===== src/hw/rtl/bia_pkg.sv =====
`timescale 1ns / 1ps
`default_nettype none

package bia_pkg;

  // Table geometry.
  localparam int unsigned CAPACITY = 256;
  localparam int unsigned ID_W     = 8;
  localparam int unsigned CNT_W    = 9;
  localparam int unsigned TAG_W    = 32;
  localparam int unsigned LINE_W   = 20;

  // The free-list head holds this value while the free list is empty.
  localparam logic [CNT_W-1:0] FREE_EMPTY = '1;

  typedef enum logic [1:0] {
    CMD_ALLOC = 2'd0,
    CMD_FREE  = 2'd1,
    CMD_FLUSH = 2'd2,
    CMD_READ  = 2'd3
  } cmd_e;

  typedef enum logic [1:0] {
    STS_OK       = 2'd0,
    STS_FULL     = 2'd1,
    STS_RANGE    = 2'd2,
    STS_ALR_FREE = 2'd3
  } status_e;

  typedef enum logic [1:0] {
    S_IDLE = 2'b01,
    S_EXEC = 2'b10
  } state_e;

  // One table entry: allocated flag, free-list link and the stored payload.
  typedef struct packed {
    logic              busy;
    logic [ID_W-1:0]   link;
    logic [TAG_W-1:0]  tag;
    logic [LINE_W-1:0] line;
  } entry_t;

  // Write request from the control logic to the entry memory.
  typedef struct packed {
    logic            en;
    logic [ID_W-1:0] addr;
    entry_t          data;
  } mem_wr_t;

endpackage

`default_nettype wire


===== src/hw/rtl/bia_ctrl.sv =====
`timescale 1ns / 1ps
`default_nettype none

module bia_ctrl (
  input  wire logic                        clk_i,
  input  wire logic                        rst_ni,
  input  wire logic                        start_i,
  output logic                             busy_o,
  input  wire logic [1:0]                  command_i,
  input  wire logic [bia_pkg::ID_W-1:0]    block_id_i,
  input  wire logic [bia_pkg::TAG_W-1:0]   source_tag_i,
  input  wire logic [bia_pkg::LINE_W-1:0]  line_number_i,
  output logic                             done_o,
  output logic [bia_pkg::ID_W-1:0]         result_id_o,
  output logic [1:0]                       status_o,
  output logic [bia_pkg::CNT_W-1:0]        pending_count_o,
  output logic                             entry_pending_o,
  output logic [bia_pkg::TAG_W-1:0]        entry_tag_o,
  output logic [bia_pkg::LINE_W-1:0]       entry_line_o,
  output logic                             rd_en_o,
  output logic [bia_pkg::ID_W-1:0]         rd_addr_o,
  input  bia_pkg::entry_t                  rd_data_i,
  output bia_pkg::mem_wr_t                 wr_o
);
  import bia_pkg::*;

  state_e            state_q, state_d;
  cmd_e              cmd_q;
  logic [ID_W-1:0]   bid_q;
  logic [TAG_W-1:0]  tag_q;
  logic [LINE_W-1:0] line_q;
  logic [CNT_W-1:0]  free_head_q, free_head_d;
  logic [CNT_W-1:0]  high_water_q, high_water_d;
  logic [CNT_W-1:0]  pending_q, pending_d;
  logic              done_q;
  logic [ID_W-1:0]   rid_q, rid_d;
  status_e           status_q, status_d;
  logic              epend_q, epend_d;
  logic [TAG_W-1:0]  etag_q, etag_d;
  logic [LINE_W-1:0] eline_q, eline_d;
  logic              accept;
  logic              list_empty;
  logic              in_range;

  assign busy_o     = (state_q == S_EXEC);
  assign accept     = start_i && !busy_o;
  assign list_empty = (free_head_q == FREE_EMPTY);
  assign in_range   = ({1'b0, bid_q} < high_water_q);

  // The entry is fetched at the accept edge: the free-list head or the
  // high-water slot for an alloc, the named id otherwise.
  assign rd_en_o = accept;
  always_comb begin
    if (cmd_e'(command_i) == CMD_ALLOC) begin
      rd_addr_o = list_empty ? high_water_q[ID_W-1:0] : free_head_q[ID_W-1:0];
    end else begin
      rd_addr_o = block_id_i;
    end
  end

  // Sequencer: the entry is fetched as the request is accepted, then modified and written back in S_EXEC.
  always_comb begin
    state_d = state_q;
    unique case (state_q)
      S_IDLE: begin
        if (accept) begin
          state_d = S_EXEC;
        end
      end
      S_EXEC: begin
        state_d = S_IDLE;
      end
      default: begin
        state_d = S_IDLE;
      end
    endcase
  end

  // Command execution on the fetched entry.
  always_comb begin
    free_head_d  = free_head_q;
    high_water_d = high_water_q;
    pending_d    = pending_q;
    rid_d        = bid_q;
    status_d     = STS_OK;
    epend_d      = 1'b0;
    etag_d       = '0;
    eline_d      = '0;
    wr_o         = '0;
    wr_o.data    = rd_data_i;

    case (cmd_q)
      CMD_ALLOC: begin
        wr_o.data.busy = 1'b1;
        wr_o.data.tag  = tag_q;
        wr_o.data.line = line_q;
        if (!list_empty) begin
          wr_o.en   = 1'b1;
          wr_o.addr = free_head_q[ID_W-1:0];
          rid_d     = free_head_q[ID_W-1:0];
          pending_d = pending_q + 1'b1;
          // Once every id below the mark is allocated the list is empty.
          if (pending_d >= high_water_q) begin
            free_head_d = FREE_EMPTY;
          end else begin
            free_head_d = {1'b0, rd_data_i.link};
          end
        end else if (high_water_q < CNT_W'(CAPACITY)) begin
          wr_o.en      = 1'b1;
          wr_o.addr    = high_water_q[ID_W-1:0];
          rid_d        = high_water_q[ID_W-1:0];
          high_water_d = high_water_q + 1'b1;
          pending_d    = pending_q + 1'b1;
        end else begin
          rid_d    = '0;
          status_d = STS_FULL;
        end
      end
      CMD_FREE: begin
        if (!in_range) begin
          status_d = STS_RANGE;
        end else if (!rd_data_i.busy) begin
          status_d = STS_ALR_FREE;
        end else begin
          wr_o.en        = 1'b1;
          wr_o.addr      = bid_q;
          wr_o.data.busy = 1'b0;
          wr_o.data.link = free_head_q[ID_W-1:0];
          free_head_d    = {1'b0, bid_q};
          pending_d      = pending_q - 1'b1;
        end
      end
      CMD_FLUSH: begin
        free_head_d  = FREE_EMPTY;
        high_water_d = '0;
        pending_d    = '0;
      end
      default: begin
        if (!in_range) begin
          status_d = STS_RANGE;
        end else begin
          epend_d = rd_data_i.busy;
          etag_d  = rd_data_i.tag;
          eline_d = rd_data_i.line;
        end
      end
    endcase

    if (state_q != S_EXEC) begin
      wr_o.en = 1'b0;
    end
  end

  // Control state.
  always_ff @(posedge clk_i or negedge rst_ni) begin
    if (!rst_ni) begin
      state_q      <= S_IDLE;
      free_head_q  <= FREE_EMPTY;
      high_water_q <= '0;
      pending_q    <= '0;
      done_q       <= 1'b0;
    end else begin
      state_q <= state_d;
      done_q  <= busy_o;
      if (busy_o) begin
        free_head_q  <= free_head_d;
        high_water_q <= high_water_d;
        pending_q    <= pending_d;
      end
    end
  end

  // Request capture and result registers.
  always_ff @(posedge clk_i) begin
    if (accept) begin
      cmd_q  <= cmd_e'(command_i);
      bid_q  <= block_id_i;
      tag_q  <= source_tag_i;
      line_q <= line_number_i;
    end
    if (busy_o) begin
      rid_q    <= rid_d;
      status_q <= status_d;
      epend_q  <= epend_d;
      etag_q   <= etag_d;
      eline_q  <= eline_d;
    end
  end

  assign done_o          = done_q;
  assign result_id_o     = rid_q;
  assign status_o        = status_q;
  assign pending_count_o = pending_q;
  assign entry_pending_o = epend_q;
  assign entry_tag_o     = etag_q;
  assign entry_line_o    = eline_q;

endmodule

`default_nettype wire


===== config.mk =====
export PLATFORM = sky130hd
export DESIGN_NAME = bia_ctrl
export DESIGN_NICKNAME = d
export VERILOG_FILES = /design/src/hw/rtl/bia_pkg.sv /design/src/hw/rtl/bia_ctrl.sv
export SDC_FILE = /design/constraint.sdc
export NUM_CORES = 1
export LEC_CHECK = 0
export BUFFER_PORTS_ARGS = -buffer_cell sky130_fd_sc_hd__buf_4
export CORE_UTILIZATION = 44
export DETAILED_ROUTE_END_ITERATION = 16
export PLACE_DENSITY = 0.73
export SLEW_MARGIN = 20
export SYNTH_ARGS = -nofsm -noshare
export SYNTH_HDL_FRONTEND = slang
export SYNTH_SLANG_ARGS = --single-unit

===== constraint.sdc =====
create_clock -name clk_i -period 8.97 [get_ports clk_i]
set_input_delay 0.4485 -clock clk_i [delete_from_list [all_inputs] [get_ports clk_i]]
set_output_delay 0.4485 -clock clk_i [all_outputs]
set_load 0.01 [all_outputs]

==> results.py, run 1 <==
metrics = {
    "timing": {
        "rsz0062_at_grt": "no",
        "relSlewSlack": 0.271,
        "hold_violations": 0,
        "setup_ws_ns": 5.44,
        "finalCritPeriodShare": 0.393,
        "tightest_slew_ns": 1.09,
        "fmax_ghz": 0.284,
        "final.setup.tns_ns": 0,
        "period_needed_ns": 3.53,
        "finalSetupViolCount": 0,
        "slew_viol_final": 0,
        "fin_worst_skew_ns": 0.0117,
    },
    "floorplan": {
        "start_util": 0.452,
        "io-pin-count": 279,
        "die_h_um": 136,
        "fp-row-count": 48,
        "die_area_um2": 18400,
        "fp.dieW_um": 136,
        "core-area_um2": 17400,
    },
    "clock_tree": {
        "clockRootBuffer": "clkbuf_16",
        "h-tree-depth": 4,
        "path_clk_slew_ns": 0.07,
        "numCtsBuffers": 17,
        "cts_tree": "yes",
        "clock-sinks": 155,
        "cts_resized": 0,
        "cts_buffer_depth": 2,
        "insertion_delay_ns": 0.43,
    },
    "global_routing": {
        "antenna_found_initial": 0,
        "gr-usage-all-layers": 0.247,
        "grt_pass1_wl_um": 33300,
        "grt_max_degree": 79,
        "gr-total-overflow": 0,
        "grt_pass1_vias": 5796,
    },
    "logic_synthesis": {
        "ys_seq_elements": 155,
        "ys.flop_type": "edfxtp_1",
        "ys_seq_area_frac": 0.575,
        "syn_inst": 598,
        "yosys.cell_types.count": 68,
        "syn_area_um2": 7850,
        "yosysWarnings": 0,
        "synth-async-reset-ratio": 0.194,
        "synth_fp_nets": 747,
        "synth_edf_count": 125,
        "syn_avg_cell_area_um2": 13.1,
    },
    "critical_path": {
        "crit_chain": "inv_1 > ha_1 > a211oi_1 > nor3_1 > a2111oi_4 > nand2_4 > mux2_4 > buf_4",
        "worstPathArrival_ns": 3.08,
        "cp-end-kind": "output port",
        "critPathMaxFanout": 17,
        "cp.required_ns": 8.52,
        "slowest_stage": "dfrtp_1",
        "crit_type": "reg -> out",
        "critPathMaxStageDelay_ns": 0.44,
        "start_kind": "register",
    },
    "route": {
        "viasPerCell": 5.42,
        "ant_nets": 0,
        "routed_wl_um": 22400,
        "drt-pass1-iter-count": 4,
        "drt_iter0_drc": 349,
        "wl_per_cell_um": 20.2,
        "drc": 0,
        "vias": 6008,
    },
    "placed_design": {
        "dpl.cell_count": 1077,
        "gp_congestion": 0.897,
        "post-place-ws_ns": 5.91,
        "dp_hpwl_um": 16500,
        "port_buffers": 278,
    },
    "run": {
        "drv_cap": 0,
    },
    "final_layout": {
        "diodes": 0,
        "final_cell_mix": "282 x buf_4, 125 x edfxtp_1, 55 x and2_1, 53 x mux2_2, 39 x o21ai_0",
        "final_common_cell": "buf_4",
        "fin_cells": 1109,
        "fin_nets": 1021,
        "area_delta_synth_final_pct": 36.2,
        "post-route-util": 0.616,
        "drive_gt1_frac": 0.469,
        "nFillCells": 1399,
    },
    "outcome": {
        "status": "completed",
    },
    "min_path": {
        "hp-class": "in -> reg",
    },
    "power": {
        "peakVddDrop_mv": 0.130,
        "power.density_nw_per_um2": 206,
        "p_leak_nw": 4.50,
    },
}
[kinds of logic after synthesis]
logic type,synth area share
compound gates,0.125
flops,0.575
buf+inv,0.0360
xor+xnor,0.00781
simple gates,0.117
mux,0.102
fa+ha+maj,0.0367
[layout make-up]
cell class                      instances  area, µm²  share of cell area
Sequential cell                       155       4520               0.422
Multi-Input combinational cell        386       3060               0.286
Timing Repair Buffer                  283       2130               0.199
Clock buffer                           18        429              0.0401
Tap cell                              225        282              0.0263
Clock inverter                         13        165              0.0154
Inverter                               29        109              0.0102
[per-layer routing]
layer	track usage	share of wire
met5	0	0
met4	0.0949	0.024
met3	0.0513	0.066
met2	0.425	0.51
met1	0.302	0.40
[synth_stat cells (all sizes together) (2+ instances only)]
cell type,instances,area (µm²)
or2,4,27.5
and3,4,26.3
a21oi,14,96.3
and4,3,26.3
nand3,16,80.1
o211ai,5,51.3
and2,56,350
ha,23,288
dfstp,10,263
edfxtp,125,3750
a2bb2oi,8,70.1
clkbuf,12,45.0
nor3,4,31.3
a32o,2,20.0
dfrtp,20,500
buf,16,129
a22oi,8,60.1
mux2,60,702
nand2,32,128
or3,3,20.0
nand2b,3,21.3
inv,29,109
nor2,18,67.6
mux2i,10,100
a21o,5,37.5
a221oi,2,35.0
a211o,2,17.5
xnor2,4,35.0
o2bb2ai,2,17.5
a211oi,3,22.5
nor4,3,40.0
o21ai,48,274
xor2,3,26.3
o31ai,4,30.0
nor3b,2,15.0
nand4,5,31.3
a22o,15,131
[worst max-delay path: cells and delay by family, from the launching register on]
kind | cells | cell delay, ns
AND/OR/NAND/NOR | 2 | 0.45
flip-flops | 1 | 0.44
multiplexers | 1 | 0.38
buffers and inverters | 2 | 0.30
adder cells (fa/ha/maj) | 1 | 0.35
AO/OA/AOI/OAI | 2 | 0.73
[report_power, final]
group / switching [mW] / internal, mW
combinational: 0.264 / 0.250
sequential: 0.0845 / 0.867
clock: 0.294 / 0.439
total: 0.642 / 1.56
[path summary, 6_finish.rpt]
check	from	endpoint	slack [ns]	cells after the start
setup / recovery	high_water_q[6]	wr_o[58]	5.44	8
hold / removal	source_tag_i[17]	tag_q[17]	0.19	1
setup reg to reg	cmd_q[0]	pending_count_o[8]	6.08	7
min in group asynchronous	rst_ni	pending_count_o[2]	0.50	2
hold reg to reg	free_head_q[8]	free_head_q[8]	0.48	2
max in group asynchronous	rst_ni	state_q[0]	8.12	2
[registers in the layout, summed over array words and instances (netlist names), 8 cells and up]
signal / count
high_water_q: 9
entry_line_o: 20
free_head_q: 9
pending_count_o: 9
result_id_o: 8
entry_tag_o: 32
bid_q: 8
line_q: 20
tag_q: 32
[what timing repair did]
action                                 CTS  global route
buffers inserted                         0             0
endpoints found under the hold margin   20             0
hold buffers                             1             0
[stage by stage]
stage / hold slack [ns] / instance area, µm² / power (mW)
2_1_floorplan: 0.153 / 7850 / 1.24
3_3_place_gp: 0.417 / 10100 / 1.47
3_5_place_dp: 0.413 / 10100 / 1.47
4_1_cts: 0.181 / 10700 / 2.21
5_1_grt: 0.182 / 10700 / 2.29
6_report: 0.194 / 10700 / 2.20
No activity file was read; power rests on OpenSTA's default activity.
==> inputs of run 2 (changes only) <==
- clock period: 8.97 -> 3.25 ns (I/O delays scaled with it)
==> results.py, run 2 (same netlist as run 1, synthesis figures left out) <==
metrics = {
    "floorplan": {
        "fp.dieW_um": 136,
        "die_h_um": 136,
        "fp-row-count": 48,
        "io-pin-count": 279,
        "core-area_um2": 17400,
        "die_area_um2": 18400,
        "start_util": 0.452,
    },
    "critical_path": {
        "r2r_cells": 10,
        "crit_type": "reg -> out",
        "start_kind": "register",
        "slowest_stage": "dfrtp_1",
        "critPathMaxStageDelay_ns": 0.44,
        "worstPathArrival_ns": 2.88,
        "r2r_start": "pending_count_o[0]",
        "cp.buffers_inverters": 3,
        "path_depth": 9,
        "crit_chain": "inv_1 > ha_1 > a211oi_2 > nor3_1 > a2111oi_4 > nand2_4 > buf_12 > mux2_4 > buf_4",
        "cp_top_family": "compound AO/OA/AOI/OAI gates",
        "cp-end-kind": "output port",
        "cp.required_ns": 3.09,
        "setup.worst_path.start": "high_water_q[6]",
        "critPathMaxFanout": 17,
    },
    "timing": {
        "slew_viol_final": 0,
        "fmax_ghz": 0.329,
        "period_needed_ns": 3.04,
        "final.setup.tns_ns": 0,
        "finalCritPeriodShare": 0.936,
        "finalSetupViolCount": 0,
        "tightest_slew_ns": 0.798,
        "relSlewSlack": 0.467,
        "fin_worst_skew_ns": 0.0105,
        "setup_ws_ns": 0.210,
        "rsz0062_at_grt": "no",
        "hold_violations": 0,
        "fin_hold_ws_ns": 0.0266,
    },
    "final_layout": {
        "fin_cells": 1182,
        "final_common_cell": "buf_4",
        "final_cell_mix": "289 x buf_4, 125 x edfxtp_1, 63 x dlygate4sd3_1, 55 x and2_1, 53 x mux2_2",
        "fin_nets": 1092,
        "area_delta_synth_final_pct": 46.3,
        "drive_gt1_frac": 0.447,
    },
    "power": {
        "p_total_mw": 6.37,
        "sw_frac_of_total": 0.288,
        "peakVddDrop_mv": 0.402,
        "power.share.sequential": 0.410,
        "power.density_nw_per_um2": 554,
        "p_clk_frac": 0.349,
        "p_int_mw": 4.53,
        "combPwrFrac": 0.241,
        "p_leak_nw": 4.84,
        "switchingPower_mw": 1.83,
    },
    "placed_design": {
        "post-place-ws_ns": 0.384,
        "port_buffers": 278,
        "gp_congestion": 0.938,
        "dpl.cell_count": 1083,
        "dp_hpwl_um": 17400,
    },
    "route": {
        "drc": 0,
        "drt_iter0_drc": 418,
        "drt-pass1-iter-count": 5,
        "wl_met1_um": 9030,
        "wl_met2_um": 12200,
        "top_layer": "met4",
        "vias": 6477,
        "met3_length_um": 1870,
        "viasPerCell": 5.48,
        "wl_per_cell_um": 20.4,
        "ant_nets": 0,
        "routed_wl_um": 24100,
    },
    "clock_tree": {
        "insertion_delay_ns": 0.42,
        "clock-sinks": 155,
        "cts_tree": "yes",
        "cts_buffer_depth": 2,
        "h-tree-depth": 4,
        "numCtsBuffers": 17,
        "clockRootBuffer": "clkbuf_16",
        "path_clk_slew_ns": 0.07,
    },
    "global_routing": {
        "gr-total-overflow": 0,
        "grt_max_degree": 54,
        "antenna_found_initial": 1,
        "grt_pass1_vias": 6075,
        "gr-usage-all-layers": 0.259,
        "grt_pass1_wl_um": 35100,
    },
    "outcome": {
        "status": "completed",
    },
    "run": {
        "drv_cap": 0,
    },
    "min_path": {
        "hp-class": "in -> reg",
        "min_path_cells": 2,
        "hp-start": "rd_data_i[36]",
    },
}
==> run 2: layer usage <==
metal | vias to the layer above | global-route usage
li1 | 2947 | -
met1 | 3160 | 0.306
met2 | 307 | 0.437
met3 | 63 | 0.0610
met4 | 0 | 0.135
met5 | - | 0
==> run 2: what timing repair did <==
action	4_1_cts	5_1_grt
hold endpoints to repair	92	0
hold buffers	63	0
buffers inserted	0	3
setup endpoints to repair	0	13
gates resized for setup	0	1
==> run 2: power by group through the flow <==
| stage | Sequential (mW) | Combinational, mW | Clock (mW) |
|---|---|---|---|
| floorplan | 2.59 | 0.831 | 0 |
| global placement | 2.63 | 1.43 | 0 |
| detailed placement | 2.64 | 1.45 | 0 |
| CTS | 2.60 | 1.52 | 2.26 |
| global route | 2.62 | 1.65 | 2.32 |
| finish | 2.61 | 1.54 | 2.22 |
==> run 2: worst paths after layout <==
kind	end	slack [ns]
worst min register to register	free_head_q[8]	0.51
min in group asynchronous	pending_count_o[5]	0.21
worst max-delay path	wr_o[55]	0.21
worst min-delay path	entry_tag_o[16]	0.03
worst max register to register	free_head_q[7]	0.30
max in group asynchronous	free_head_q[0]	2.70
==> run 2: metrics by stage <==
stage          cell area (µm²)   util
6_report                 11500  0.662
5_1_grt                  11500  0.662
4_1_cts                  11400  0.659
3_5_place_dp             10100  0.585
3_3_place_gp             10100  0.585
2_1_floorplan             7850      -
==> run 2: area by class of cell <==
cell class | instances | area [µm²]
Tap cell | 225 | 282
Fill cell | 1281 | 5870
Clock buffer | 18 | 429
Multi-Input combinational cell | 386 | 3070
Sequential cell | 155 | 4520
Antenna cell | 1 | 2.50
Inverter | 29 | 113
Clock inverter | 14 | 231
Timing Repair Buffer | 354 | 2840
==> inputs of run 3 (changes only) <==
--- a/config.mk
+++ b/config.mk
@@ -8,5 +8,7 @@
 export BUFFER_PORTS_ARGS = -buffer_cell sky130_fd_sc_hd__buf_4
-export CORE_UTILIZATION = 44
+export CELL_PAD_IN_SITES_DETAIL_PLACEMENT = 0
+export CELL_PAD_IN_SITES_GLOBAL_PLACEMENT = 1
+export CORE_UTILIZATION = 39
 export DETAILED_ROUTE_END_ITERATION = 16
-export PLACE_DENSITY = 0.73
+export PLACE_DENSITY = 0.81
 export SLEW_MARGIN = 20
--- a/constraint.sdc
+++ b/constraint.sdc
@@ -3,2 +3,2 @@
 set_output_delay 0.1625 -clock clk_i [all_outputs]
-set_load 0.01 [all_outputs]
+set_load 0.05 [all_outputs]
==> results.py, run 3 (same netlist as run 1, synthesis figures left out) <==
metrics = {
    "outcome": {
        "status": "completed",
    },
    "power": {
        "p_leak_nw": 4.81,
        "peakVddDrop_mv": 0.365,
        "p_total_mw": 6.53,
        "power.density_nw_per_um2": 570,
    },
    "route": {
        "drc": 0,
        "vias": 6295,
        "ant_nets": 0,
        "drt_iter0_drc": 360,
        "routed_wl_um": 23300,
        "drt-pass1-iter-count": 5,
        "viasPerCell": 5.14,
        "wl_per_cell_um": 19.0,
    },
    "critical_path": {
        "path_common_cell": "a21oi_1",
        "crit_type": "reg -> out",
        "worstPathArrival_ns": 2.88,
        "crit_chain": "inv_1 > ha_1 > a21oi_1 > a21oi_1 > a2111oi_4 > nand2_4 > buf_12 > mux2_4 > buf_4",
        "cp-end-kind": "output port",
        "rrSetupSlack_ns": 0.33,
        "slowest_stage": "dfrtp_1",
        "start_kind": "register",
        "critPathMaxFanout": 10,
        "critPathMaxStageDelay_ns": 0.49,
        "r2r_cells": 10,
        "cp.required_ns": 3.09,
        "r2r_start": "pending_count_o[0]",
        "r2r-end": "free_head_q[0]",
    },
    "min_path": {
        "min_to": "entry_line_o[10]",
        "min_path_cells": 2,
        "hp-class": "in -> reg",
        "hp-start": "rd_data_i[10]",
    },
    "final_layout": {
        "final_common_cell": "buf_4",
        "final_cell_mix": "292 x buf_4, 125 x edfxtp_1, 63 x dlygate4sd3_1, 55 x and2_1, 53 x mux2_2",
        "drive_gt1_frac": 0.447,
        "fin_cells": 1224,
        "postLayoutCellArea_um2": 11500,
        "nFillCells": 1566,
        "fin_nets": 1095,
        "area_delta_synth_final_pct": 46.0,
        "diodes": 0,
    },
    "clock_tree": {
        "numCtsBuffers": 17,
        "h-tree-depth": 4,
        "clock-sinks": 155,
        "cts_buffer_depth": 2,
        "path_clk_slew_ns": 0.06,
        "clockRootBuffer": "clkbuf_16",
        "cts_tree": "yes",
        "insertion_delay_ns": 0.42,
    },
    "timing": {
        "fin_worst_skew_ns": 0.0124,
        "fin_hold_ws_ns": 0.0233,
        "rsz0062_at_grt": "no",
        "period_needed_ns": 3.04,
        "hold_violations": 0,
        "final.setup.tns_ns": 0,
        "slew_viol_final": 0,
        "finalCritPeriodShare": 0.935,
        "relSlewSlack": 0.418,
        "finalSetupViolCount": 0,
        "tightest_slew_ns": 0.874,
        "fmax_ghz": 0.329,
    },
    "placed_design": {
        "dp_hpwl_um": 16600,
        "port_buffers": 278,
        "dpl.cell_count": 1126,
        "gp_congestion": 0.953,
        "placed_area_um2": 10200,
    },
    "global_routing": {
        "antenna_found_initial": 0,
        "grt_pass1_vias": 5920,
        "gr-usage-all-layers": 0.224,
        "gr-total-overflow": 0,
        "grt_pass1_wl_um": 34100,
        "grt_max_degree": 64,
    },
    "floorplan": {
        "io-pin-count": 279,
        "fp.dieW_um": 144,
        "core-area_um2": 19600,
        "start_util": 0.401,
        "fp-row-count": 51,
        "die_area_um2": 20700,
        "die_h_um": 144,
    },
    "run": {
        "drv_cap": 0,
    },
}
run 3: critical path: cells and delay by family (launching register included):
kind            cells  cell delay [ns]
buf+inv             3             0.48
mux                 1             0.30
compound gates      3             0.76
fa+ha+maj           1             0.32
flops               1             0.49
simple gates        1             0.09
run 3: layout make-up:
class / instances / area [µm²] / share of cell area
clock buffer: 18 / 429 / 0.0375
inverter: 29 / 113 / 0.00983
sequential: 155 / 4520 / 0.394
timing repair buffer: 357 / 2860 / 0.250
tap: 265 / 332 / 0.0289
clock inverter: 14 / 136 / 0.0119
multi-input combinational: 386 / 3070 / 0.268
run 3: stage by stage:
step           setup WS (ns)  utilization
2_1_floorplan          0.192            -
3_3_place_gp           0.430        0.522
3_5_place_dp           0.341        0.522
4_1_cts               0.0289        0.583
5_1_grt               0.0533        0.585
6_report               0.210        0.585
run 3: how the worst max path moves through the flow:
| stage | depth (start not counted) | from | slack [ns] | endpoint |
|---|---|---|---|---|
| after detailed placement | 10 | pending_count_o[0] | 0.34 | free_head_q[0] |
| after global routing | 10 | pending_count_o[0] | 0.05 | free_head_q[1] |
| after global placement | 10 | pending_count_o[0] | 0.43 | free_head_q[3] |
| after floorplan | 6 | state_q[0] | 0.19 | high_water_q[7] |
| final | 9 | high_water_q[4] | 0.21 | wr_o[53] |
| after CTS | 8 | high_water_q[4] | 0.03 | wr_o[53] |
run 3: routing by layer:
metal | GRT usage | wire length (µm)
met3 | 0.0546 | 1610
met5 | 0 | 0
met4 | 0.0756 | 507
met2 | 0.377 | 11500
met1 | 0.280 | 9620
run 3: what timing repair did:
item,in CTS,in global routing
setup buffers,0,3
setup endpoints to repair,0,17
resized for setup,0,1
hold buffers,63,0
endpoints found under the hold margin,91,0
run 3: power by group:
part	switching (mW)	internal (mW)	leakage (nW)
Combinational	1.26	0.770	2.97
Sequential	0.192	2.39	1.56
Clock	0.848	1.07	0.269
